<file path="src/upd_pkg.sv">
`timescale 1ns / 1ps
// ----------------------------------------------------------------------------
// upd_pkg: shared types and constants of the URI percent decoder
// Holds the command record that travels from the decode front to the result
// back, the error codes, and the character helpers used by the front.
// ----------------------------------------------------------------------------
package upd_pkg;

    localparam logic [15:0] PERCENT_UNIT = 16'h0025;

    localparam logic [1:0] ERR_NONE   = 2'd0;
    localparam logic [1:0] ERR_ESCAPE = 2'd1;
    localparam logic [1:0] ERR_UTF8   = 2'd2;

    // Count of leading ones of a lead octet; ONES_BAD marks five or more.
    localparam logic [2:0] ONES_BAD = 3'd5;

    localparam logic [5:0] HI_SURR_TAG = 6'b110110;
    localparam logic [5:0] LO_SURR_TAG = 6'b110111;

    // One decoded input item: up to three result units, delivered in order.
    typedef struct packed {
        logic [1:0]       count_m1;
        logic [2:0][15:0] units;
        logic             string_end;
        logic [1:0]       error_code;
    } cmd_t;

    // Decode state, one-hot.
    typedef enum logic [3:0] {
        PH_PLAIN = 4'b0001,
        PH_HI    = 4'b0010,
        PH_LO    = 4'b0100,
        PH_CONT  = 4'b1000
    } phase_t;

    // Hex digit value in the low four bits; bit 4 set when not a hex digit.
    function automatic logic [4:0] hex_value(input logic [15:0] u);
        logic [4:0] v;
        v = 5'h10;
        if (u >= 16'h0030 && u <= 16'h0039) v = {1'b0, u[3:0]};
        else if ((u >= 16'h0041 && u <= 16'h0046) || (u >= 16'h0061 && u <= 16'h0066))
            v = {1'b0, u[3:0] + 4'd9};
        return v;
    endfunction

    // Reserved characters ;/?:@&=+$,# that decodeURI keeps escaped.
    function automatic logic is_reserved(input logic [7:0] o);
        logic r;
        r = 1'b0;
        case (o)
            8'h3B, 8'h2F, 8'h3F, 8'h3A, 8'h40, 8'h26,
            8'h3D, 8'h2B, 8'h24, 8'h2C, 8'h23: r = 1'b1;
            default: r = 1'b0;
        endcase
        return r;
    endfunction

endpackage

</file>
<file path="src/uri_percent_decoder.sv">
`timescale 1ns / 1ps
// Path: the first result of an input transfer passes the command queue and
//   then the output register before it is offered on the master side.
// Throughput: one input transfer per cycle while the queue has room and one
//   result per cycle while m_axis_tready is high; an escape kept as three
//   units or surrogate pair gives three or two results, absorbed by the queue.
// Reset: rst_n clears the decode state, the queue and the output register at
//   once and clears the reserved-escape mode bit; no clearing pass is needed.
// ----------------------------------------------------------------------------
// uri_percent_decoder: streaming percent and UTF-8 decoder for URI text
// Decodes %XX escapes in a stream of UTF-16 code units into code units, with
// optional preservation of reserved characters and a sticky error report.
// ----------------------------------------------------------------------------
module uri_percent_decoder
#(
    parameter int QUEUE_DEPTH = 4
)
(
    input  logic        clk,
    input  logic        rst_n,

    // Configuration: the reserved-escape mode bit, written when cfg_wen is high.
    input  logic        cfg_wen,
    input  logic        cfg_wdata,

    input  logic        s_axis_tvalid,
    output logic        s_axis_tready,
    input  logic [15:0] s_axis_tdata,   // [15:0] code_unit
    input  logic        s_axis_tuser,   // [0] end_marker

    output logic        m_axis_tvalid,
    input  logic        m_axis_tready,
    output logic [15:0] m_axis_tdata,   // [15:0] out_unit
    output logic [2:0]  m_axis_tuser,   // [0] string_end, [2:1] error_code
    output logic        m_axis_tlast    // last result of the input transfer
);

    // The mode bit that selects decodeURI behavior over the component form.
    logic preserve_reg;

    always_ff @(posedge clk or negedge rst_n)
    begin
        if (!rst_n) preserve_reg <= 1'b0;
        else if (cfg_wen) preserve_reg <= cfg_wdata;
    end

    // Front to queue: one command per input transfer that yields results.
    logic          push;
    upd_pkg::cmd_t push_cmd;
    logic          queue_full;

    // Queue to back: show-ahead head command.
    logic          queue_empty;
    logic          pop;
    upd_pkg::cmd_t head;

    logic [15:0]   res_unit;
    logic          res_end;
    logic [1:0]    res_err;

    // The front parses escapes and validates UTF-8 combinationally, so it
    // can take a new code unit every cycle as long as the queue has room.
    upd_front u_front
    (
        .clk          (clk),
        .rst_n        (rst_n),
        .keep_escapes (preserve_reg),
        .in_valid     (s_axis_tvalid),
        .in_ready     (s_axis_tready),
        .code_unit    (s_axis_tdata),
        .end_marker   (s_axis_tuser),
        .queue_full   (queue_full),
        .push         (push),
        .push_cmd     (push_cmd)
    );

    upd_queue #(.DEPTH(QUEUE_DEPTH)) u_queue
    (
        .clk      (clk),
        .rst_n    (rst_n),
        .push     (push),
        .push_cmd (push_cmd),
        .pop      (pop),
        .full     (queue_full),
        .empty    (queue_empty),
        .head     (head)
    );

    // The back splits each command into its one to three result transfers.
    upd_back u_back
    (
        .clk        (clk),
        .rst_n      (rst_n),
        .empty      (queue_empty),
        .head       (head),
        .pop        (pop),
        .out_valid  (m_axis_tvalid),
        .out_ready  (m_axis_tready),
        .out_unit   (res_unit),
        .string_end (res_end),
        .error_code (res_err),
        .out_last   (m_axis_tlast)
    );

    assign m_axis_tdata = res_unit;
    assign m_axis_tuser = {res_err, res_end};

endmodule

</file>
<file path="src/upd_front.sv">
`timescale 1ns / 1ps
// ----------------------------------------------------------------------------
// upd_front: escape parser and UTF-8 checker
// Accepts one code unit per cycle while the queue has room, tracks the escape
// state and turns each item that yields results into one queue command.
// ----------------------------------------------------------------------------
module upd_front
(
    input  logic          clk,
    input  logic          rst_n,
    input  logic          keep_escapes,
    input  logic          in_valid,
    output logic          in_ready,
    input  logic [15:0]   code_unit,
    input  logic          end_marker,
    input  logic          queue_full,
    output logic          push,
    output upd_pkg::cmd_t push_cmd
);

    upd_pkg::phase_t phase_reg, phase_next;
    logic [1:0]  sticky_reg, sticky_next;
    logic [2:0]  seq_len_reg, seq_len_next;
    logic [2:0]  oct_cnt_reg, oct_cnt_next;
    logic [3:0]  high_nibble_reg, high_nibble_next;
    logic [15:0] held_hex_reg, held_hex_next;
    logic [7:0]  buf_reg [3];
    logic [7:0]  buf_next [3];

    logic        accept;
    logic [4:0]  dval;
    logic        hex_ok;
    logic [7:0]  octet;
    logic [2:0]  ones;
    logic [7:0]  seq [4];
    logic        cont_bad;
    logic [10:0] cp2;
    logic [15:0] cp3;
    logic [20:0] cp4;
    logic [19:0] cp4_off;
    logic        seq_bad;
    logic [2:0]  cnt_inc;

    assign in_ready = !queue_full;
    assign accept   = in_valid && in_ready;
    assign dval     = upd_pkg::hex_value(code_unit);
    assign hex_ok   = !dval[4];
    assign octet    = {high_nibble_reg, dval[3:0]};
    assign cnt_inc  = oct_cnt_reg + 3'd1;

    always_comb
    begin
        casez (octet)
            8'b0???????: ones = 3'd0;
            8'b10??????: ones = 3'd1;
            8'b110?????: ones = 3'd2;
            8'b1110????: ones = 3'd3;
            8'b11110???: ones = 3'd4;
            default:     ones = upd_pkg::ONES_BAD;
        endcase
    end

    // The sequence as it stands once the current octet is in place.
    always_comb
    begin
        for (int k = 0; k < 4; k++)
        begin
            if (oct_cnt_reg[1:0] == 2'(k) || k == 3) seq[k] = octet;
            else seq[k] = buf_reg[k];
        end
        cont_bad = 1'b0;
        for (int i = 1; i < 4; i++)
        begin
            if (3'(i) < seq_len_reg && seq[i][7:6] != 2'b10) cont_bad = 1'b1;
        end
    end

    assign cp2     = {seq[0][4:0], seq[1][5:0]};
    assign cp3     = {seq[0][3:0], seq[1][5:0], seq[2][5:0]};
    assign cp4     = {seq[0][2:0], seq[1][5:0], seq[2][5:0], seq[3][5:0]};
    assign cp4_off = 20'(cp4 - 21'h010000);

    always_comb
    begin
        seq_bad = cont_bad;
        if (seq_len_reg == 3'd2)
        begin
            if (cp2 < 11'h080) seq_bad = 1'b1;
        end
        else if (seq_len_reg == 3'd3)
        begin
            if (cp3 < 16'h0800) seq_bad = 1'b1;
            if (cp3 >= 16'hD800 && cp3 <= 16'hDFFF) seq_bad = 1'b1;
        end
        else
        begin
            if (cp4 < 21'h010000 || cp4 > 21'h10FFFF) seq_bad = 1'b1;
        end
    end

    always_comb
    begin
        phase_next       = phase_reg;
        sticky_next      = sticky_reg;
        seq_len_next     = seq_len_reg;
        oct_cnt_next     = oct_cnt_reg;
        high_nibble_next = high_nibble_reg;
        held_hex_next    = held_hex_reg;
        buf_next         = buf_reg;
        push             = 1'b0;
        push_cmd         = '0;

        if (accept)
        begin
            if (end_marker)
            begin
                push                = 1'b1;
                push_cmd.string_end = 1'b1;
                if (sticky_reg != upd_pkg::ERR_NONE) push_cmd.error_code = sticky_reg;
                else if (phase_reg != upd_pkg::PH_PLAIN)
                    push_cmd.error_code = upd_pkg::ERR_ESCAPE;
                phase_next       = upd_pkg::PH_PLAIN;
                sticky_next      = upd_pkg::ERR_NONE;
                seq_len_next     = '0;
                oct_cnt_next     = '0;
                high_nibble_next = '0;
                held_hex_next    = '0;
            end
            else if (sticky_reg == upd_pkg::ERR_NONE)
            begin
                unique case (phase_reg)
                    upd_pkg::PH_PLAIN:
                    begin
                        if (code_unit != upd_pkg::PERCENT_UNIT)
                        begin
                            push              = 1'b1;
                            push_cmd.units[0] = code_unit;
                        end
                        else
                        begin
                            oct_cnt_next = '0;
                            seq_len_next = '0;
                            phase_next   = upd_pkg::PH_HI;
                        end
                    end
                    upd_pkg::PH_HI:
                    begin
                        if (!hex_ok)
                        begin
                            sticky_next = upd_pkg::ERR_ESCAPE;
                            phase_next  = upd_pkg::PH_PLAIN;
                        end
                        else
                        begin
                            high_nibble_next = dval[3:0];
                            held_hex_next    = code_unit;
                            phase_next       = upd_pkg::PH_LO;
                        end
                    end
                    upd_pkg::PH_LO:
                    begin
                        if (!hex_ok)
                        begin
                            sticky_next = upd_pkg::ERR_ESCAPE;
                            phase_next  = upd_pkg::PH_PLAIN;
                        end
                        else if (oct_cnt_reg == 3'd0)
                        begin
                            if (ones == 3'd0)
                            begin
                                phase_next = upd_pkg::PH_PLAIN;
                                push       = 1'b1;
                                if (keep_escapes && upd_pkg::is_reserved(octet))
                                begin
                                    push_cmd.count_m1 = 2'd2;
                                    push_cmd.units[0] = upd_pkg::PERCENT_UNIT;
                                    push_cmd.units[1] = held_hex_reg;
                                    push_cmd.units[2] = code_unit;
                                end
                                else
                                begin
                                    push_cmd.units[0] = {8'h00, octet};
                                end
                            end
                            else if (ones == 3'd1 || ones == upd_pkg::ONES_BAD)
                            begin
                                sticky_next = upd_pkg::ERR_UTF8;
                                phase_next  = upd_pkg::PH_PLAIN;
                            end
                            else
                            begin
                                buf_next[0]  = octet;
                                seq_len_next = ones;
                                oct_cnt_next = 3'd1;
                                phase_next   = upd_pkg::PH_CONT;
                            end
                        end
                        else
                        begin
                            if (oct_cnt_reg[1:0] != 2'd3) buf_next[oct_cnt_reg[1:0]] = octet;
                            oct_cnt_next = cnt_inc;
                            if (cnt_inc >= seq_len_reg)
                            begin
                                phase_next = upd_pkg::PH_PLAIN;
                                if (seq_bad)
                                begin
                                    sticky_next = upd_pkg::ERR_UTF8;
                                end
                                else
                                begin
                                    push = 1'b1;
                                    if (seq_len_reg == 3'd2)
                                        push_cmd.units[0] = {5'd0, cp2};
                                    else if (seq_len_reg == 3'd3)
                                        push_cmd.units[0] = cp3;
                                    else
                                    begin
                                        push_cmd.count_m1 = 2'd1;
                                        push_cmd.units[0] =
                                            {upd_pkg::HI_SURR_TAG, cp4_off[19:10]};
                                        push_cmd.units[1] =
                                            {upd_pkg::LO_SURR_TAG, cp4_off[9:0]};
                                    end
                                end
                            end
                            else
                            begin
                                phase_next = upd_pkg::PH_CONT;
                            end
                        end
                    end
                    upd_pkg::PH_CONT:
                    begin
                        if (code_unit != upd_pkg::PERCENT_UNIT)
                        begin
                            sticky_next = upd_pkg::ERR_ESCAPE;
                            phase_next  = upd_pkg::PH_PLAIN;
                        end
                        else
                        begin
                            phase_next = upd_pkg::PH_HI;
                        end
                    end
                    default:
                    begin
                        phase_next = upd_pkg::PH_PLAIN;
                    end
                endcase
            end
        end
    end

    always_ff @(posedge clk or negedge rst_n)
    begin
        if (!rst_n)
        begin
            phase_reg   <= upd_pkg::PH_PLAIN;
            sticky_reg  <= upd_pkg::ERR_NONE;
            seq_len_reg <= '0;
            oct_cnt_reg <= '0;
        end
        else
        begin
            phase_reg   <= phase_next;
            sticky_reg  <= sticky_next;
            seq_len_reg <= seq_len_next;
            oct_cnt_reg <= oct_cnt_next;
        end
    end

    // Octet and digit holding registers are only read after being written.
    always_ff @(posedge clk)
    begin
        high_nibble_reg <= high_nibble_next;
        held_hex_reg    <= held_hex_next;
        buf_reg         <= buf_next;
    end

endmodule

</file>
<file path="src/upd_queue.sv">
`timescale 1ns / 1ps
// ----------------------------------------------------------------------------
// upd_queue: command queue between front and back
// A small first-in first-out store of decoded commands with a show-ahead head.
// ----------------------------------------------------------------------------
module upd_queue
#(
    parameter int DEPTH = 4
)
(
    input  logic          clk,
    input  logic          rst_n,
    input  logic          push,
    input  upd_pkg::cmd_t push_cmd,
    input  logic          pop,
    output logic          full,
    output logic          empty,
    output upd_pkg::cmd_t head
);

    localparam int PW = (DEPTH > 1) ? $clog2(DEPTH) : 1;
    localparam int CW = $clog2(DEPTH + 1);

    upd_pkg::cmd_t  mem_reg [DEPTH];
    logic [PW-1:0]  wr_ptr_reg, wr_ptr_next;
    logic [PW-1:0]  rd_ptr_reg, rd_ptr_next;
    logic [CW-1:0]  count_reg, count_next;
    logic           do_push;
    logic           do_pop;

    assign full    = (count_reg == CW'(DEPTH));
    assign empty   = (count_reg == '0);
    assign head    = mem_reg[rd_ptr_reg];
    assign do_push = push && !full;
    assign do_pop  = pop && !empty;

    always_comb
    begin
        wr_ptr_next = wr_ptr_reg;
        rd_ptr_next = rd_ptr_reg;
        count_next  = count_reg;
        if (do_push)
            wr_ptr_next = (wr_ptr_reg == PW'(DEPTH - 1)) ? '0 : wr_ptr_reg + PW'(1);
        if (do_pop)
            rd_ptr_next = (rd_ptr_reg == PW'(DEPTH - 1)) ? '0 : rd_ptr_reg + PW'(1);
        if (do_push && !do_pop) count_next = count_reg + CW'(1);
        else if (do_pop && !do_push) count_next = count_reg - CW'(1);
    end

    always_ff @(posedge clk or negedge rst_n)
    begin
        if (!rst_n)
        begin
            wr_ptr_reg <= '0;
            rd_ptr_reg <= '0;
            count_reg  <= '0;
        end
        else
        begin
            wr_ptr_reg <= wr_ptr_next;
            rd_ptr_reg <= rd_ptr_next;
            count_reg  <= count_next;
        end
    end

    always_ff @(posedge clk)
    begin
        if (do_push) mem_reg[wr_ptr_reg] <= push_cmd;
    end

endmodule

</file>
<file path="src/upd_back.sv">
`timescale 1ns / 1ps
// ----------------------------------------------------------------------------
// upd_back: result serializer and output register
// Loads the head units into the output register, one per cycle unless stalled.
// ----------------------------------------------------------------------------
module upd_back
(
    input  logic          clk,
    input  logic          rst_n,
    input  logic          empty,
    input  upd_pkg::cmd_t head,
    output logic          pop,
    output logic          out_valid,
    input  logic          out_ready,
    output logic [15:0]   out_unit,
    output logic          string_end,
    output logic [1:0]    error_code,
    output logic          out_last
);

    logic        valid_reg, valid_next;
    logic [1:0]  idx_reg, idx_next;
    logic [15:0] unit_reg;
    logic        end_reg;
    logic [1:0]  err_reg;
    logic        last_reg;
    logic        load;
    logic        take;
    logic        is_last;

    assign load    = !valid_reg || out_ready;
    assign take    = load && !empty;
    assign is_last = (idx_reg == head.count_m1);
    assign pop     = take && is_last;

    always_comb
    begin
        valid_next = valid_reg;
        idx_next   = idx_reg;
        if (load) valid_next = !empty;
        if (take) idx_next = is_last ? 2'd0 : idx_reg + 2'd1;
    end

    always_ff @(posedge clk or negedge rst_n)
    begin
        if (!rst_n)
        begin
            valid_reg <= 1'b0;
            idx_reg   <= '0;
        end
        else
        begin
            valid_reg <= valid_next;
            idx_reg   <= idx_next;
        end
    end

    always_ff @(posedge clk)
    begin
        if (take)
        begin
            unit_reg <= head.units[idx_reg];
            end_reg  <= head.string_end;
            err_reg  <= head.error_code;
            last_reg <= is_last;
        end
    end

    assign out_valid  = valid_reg;
    assign out_unit   = unit_reg;
    assign string_end = end_reg;
    assign error_code = err_reg;
    assign out_last   = last_reg;

endmodule

</file>
<file path="config.mk">
export PLATFORM = sky130hd
export DESIGN_NAME = uri_percent_decoder
export DESIGN_NICKNAME = d
export VERILOG_FILES = /design/src/upd_pkg.sv /design/src/uri_percent_decoder.sv /design/src/upd_front.sv /design/src/upd_queue.sv /design/src/upd_back.sv
export SDC_FILE = /design/constraint.sdc
export NUM_CORES = 1
export LEC_CHECK = 0
export ABC_AREA = 1
export BUFFER_PORTS_ARGS = -buffer_cell sky130_fd_sc_hd__buf_2
export CAP_MARGIN = 20
export CORE_MARGIN = 2
export CORE_UTILIZATION = 62
export CTS_BUF_LIST = sky130_fd_sc_hd__clkbuf_8
export DETAILED_ROUTE_END_ITERATION = 6
export PLACE_DENSITY = 0.83
export SLEW_MARGIN = 20
export SYNTH_ARGS = -nofsm -noshare
export SYNTH_HDL_FRONTEND = slang
export SYNTH_SLANG_ARGS = --single-unit
export TNS_END_PERCENT = 1
</file>
<file path="constraint.sdc">
create_clock -name clk -period 9.55 [get_ports clk]
set_input_delay 1.91 -clock clk [delete_from_list [all_inputs] [get_ports clk]]
set_output_delay 1.91 -clock clk [all_outputs]
set_load 0.1 [all_outputs]
</file>
==> results.py <==
metrics = {
    "sta": {
        "worst_slew_margin_rel": 0.2797,
        "drv_slew": 0,
        "rsz0062_at_grt": "false",
        "tightest_slew_ns": 1.080,
        "fin_crit_sh": 0.5714,
        "clock_skew_ns": 0.02213,
        "setup_violations": 0,
        "max_freq_mhz": 183.2,
        "setup_tns_ns": 0,
        "min_period_ns": 5.457,
        "hold_viol_final": 0,
    },
    "hold_path": {
        "hold_path_class": "register to register",
    },
    "worst_setup_path": {
        "path_max_fanout": 12,
        "crit_buf_inv": 4,
        "cp_top_family": "simple AND/OR/NAND/NOR gates",
        "crit_type": "primary input to register",
        "end_kind": "register",
        "start_kind": "primary input",
        "required_ns": 10.00,
        "crit_arrival_ns": 5.91,
        "crit_slowest_cell": "fa_1",
        "cp_common_cell": "nand2_1",
        "crit_path_max_incr_delay_ns": 0.43,
    },
    "synth": {
        "avgSynthCellArea_sq_um": 10.75,
        "syn-cell-area_sq_mm": 0.01373,
        "ys_seq_area_frac": 0.6391,
        "yosysTopAreaCellShare": 0.5971,
        "ys.flop_type": "edfxtp_1",
        "synthTopCellsByCount": "edfxtp_1 (273), nor2_1 (211), nand2_1 (156)",
        "synth_warnings": 0,
        "synth-seq-cells": 296,
        "ys_types": 52,
        "async_flop_share": 0.07770,
        "yosysTopAreaCell": "edfxtp_1",
        "yosysMostFrequentCell": "edfxtp_1",
        "synth_edf_count": 273,
        "synthTopCellsByArea": "edfxtp_1 (60%), nor2_1 (5.8%), o21ai_0 (4.7%), nand2_1 (4.3%), dfrtp_1 (4.0%)",
        "syn_inst": 1277,
    },
    "placed_design": {
        "dp_hpwl_microns": 21670,
        "portBuffers": 44,
        "gp_congestion": 1.013,
    },
    "drt": {
        "drc": 0,
        "initialDrtViolationCount": 1056,
        "wl_per_cell_microns": 20.10,
        "ant_nets": 0,
        "first_pass_iters": 5,
        "vias": 10116,
        "routed_wirelength_microns": 33630,
        "vias_per_cell": 6.047,
    },
    "layout": {
        "layout-drive-gt1-share": 0.1228,
        "n_fill_cell": 1628,
        "area_growth_pct": 10.33,
        "final_nets": 1405,
        "largest_reg_flops": 212,
        "diodes": 0,
    },
    "floorplanning": {
        "die-width_microns": 152.8,
        "ioPinCount": 45,
        "core-area_sq_mm": 0.02176,
        "dieArea_sq_mm": 0.02335,
        "floorplan.initialDensity": 0.6311,
        "die_y_microns": 152.8,
        "core.rowCount": 54,
    },
    "grt": {
        "grt_max_degree": 109,
        "antenna_found_initial": 0,
        "overflow": 0,
        "grtUsageTotal": 0.2870,
        "grt_pass1_vias": 9822,
        "grt_pass1_wl_microns": 52290,
    },
    "job": {
        "cap_violations": 0,
    },
    "cts": {
        "cts_tree": "yes",
        "clkSlewWorstSetupHoldPaths_ns": 0.06,
        "cts_resized": 0,
        "insertion_delay_ns": 0.57,
        "clock-sinks": 296,
        "cts_buffers": 46,
        "cts-root-buf": "clkbuf_8",
        "h-tree-depth": 2,
        "post-cts-setup-buffers": 0,
        "cts_buffer_depth": 3,
        "hold_buffers": 0,
    },
    "pwr": {
        "vdd_drop_max_mv": 0.1903,
        "p_leak_nw": 5.721,
        "power_density_mw_per_mm2": 280.3,
        "finalPower_mw": 4.246,
    },
    "run_status": {
        "status": "finished, final reports clean",
    },
}
[per-stage QoR]
step	setup slack, ns	utilization	hold WS, ns	instances	cell area [sq um]
floorplan	1.304	-	0.4750	1312	13860
global placement	3.625	0.6595	0.4955	1593	14350
detailed placement	3.563	0.6598	0.5258	1593	14360
CTS	4.149	0.6963	0.5408	1673	15150
global route	3.614	0.6963	0.5693	1673	15150
finish	4.093	0.6963	0.5353	1673	15150
[path summary, 6_finish.rpt]
| path | start | to | slack [ns] | depth (start not counted) |
|---|---|---|---|---|
| worst max-delay path | s_axis_tdata[1] | u_queue.count_reg[2]$_DFFE_PN0P_ | 4.09 | 25 |
| worst min-delay path | u_front.sticky_reg[1]$_DFFE_PN0P_ | u_front.sticky_reg[1]$_DFFE_PN0P_ | 0.54 | 2 |
| worst max register to register | u_front.seq_len_reg[2]$_DFFE_PN0P_ | u_queue.count_reg[2]$_DFFE_PN0P_ | 5.02 | 18 |
| worst min register to register | u_front.sticky_reg[1]$_DFFE_PN0P_ | u_front.sticky_reg[1]$_DFFE_PN0P_ | 0.54 | 2 |
| max in group asynchronous | rst_n | u_queue.rd_ptr_reg[0]$_DFFE_PN0P_ | 7.84 | 1 |
| min in group asynchronous | rst_n | u_front.seq_len_reg[0]$_DFFE_PN0P_ | 1.31 | 1 |
[layout make-up]
cell class,count,area [sq um],area share
inverter,115,431.7,0.02850
multi-input combinational,843,4464,0.2947
sequential,296,8776,0.5793
clock buffer,46,633.1,0.04179
clock inverter,34,160.2,0.01057
timing repair buffer,59,332.8,0.02197
tap,280,350.3,0.02313
[worst reg2reg max path, stage by stage, from the launching register on]
cell      delay (ns)
dfrtp_1         0.40
nor2_1          0.46
clkinv_1        0.51
nor2_1          0.25
buf_4           0.24
a221oi_1        0.08
o32ai_1         0.48
o21ai_1         0.21
nor2_4          0.20
nand4_1         0.10
nand2_1         0.09
nand2_2         0.16
nand2_1         0.17
ha_1            0.17
inv_1           0.07
fa_1            0.43
a21oi_1         0.14
o21ai_0         0.11
xor2_1          0.15
[power breakdown]
part	leakage, nW	switching [mW]	total [mW]	internal (mW)
logic	2.38	1.19	1.57	0.376
clock network	0.461	0.484	0.936	0.452
registers	2.88	0.0618	1.74	1.68
total	5.72	1.74	4.25	2.51
[per-layer routing]
layer  share of wire  track usage  wire [microns]
met1            0.40       0.3945           13420
met2            0.47       0.4572           15880
met3           0.095      0.05500            3201
met4           0.034       0.1177            1139
met5               0            0               0
[logic make-up (layout without fill, tap and decap cells)]
family | after synthesis | after routing | synth area share
AND/OR/NAND/NOR | 482 | 482 | 0.1539
AO/OA/AOI/OAI | 297 | 297 | 0.1321
flip-flops | 296 | 296 | 0.6391
buffers and inverters | 173 | 254 | 0.05021
adder cells (fa/ha/maj) | 21 | 21 | 0.01968
XOR/XNOR | 6 | 6 | 0.003828
other | 1 | 36 | 0.0002731
multiplexers | 1 | 1 | 0.0008201
[cell usage in the layout (no fill, tap or decap), drive strengths merged, types with 11 or more instances in the layout]
cell      n
nand3    50
clkinv   14
o21ai   143
dfrtp    22
o22ai    33
nand2   166
nor2    219
clkbuf   46
inv     133
ha       20
a21oi    51
buf      59
o211ai   11
o221ai   27
edfxtp  273
conb     36
nand4    21
a32o     11
nor3     15
Power figures use the tool's default switching activity.
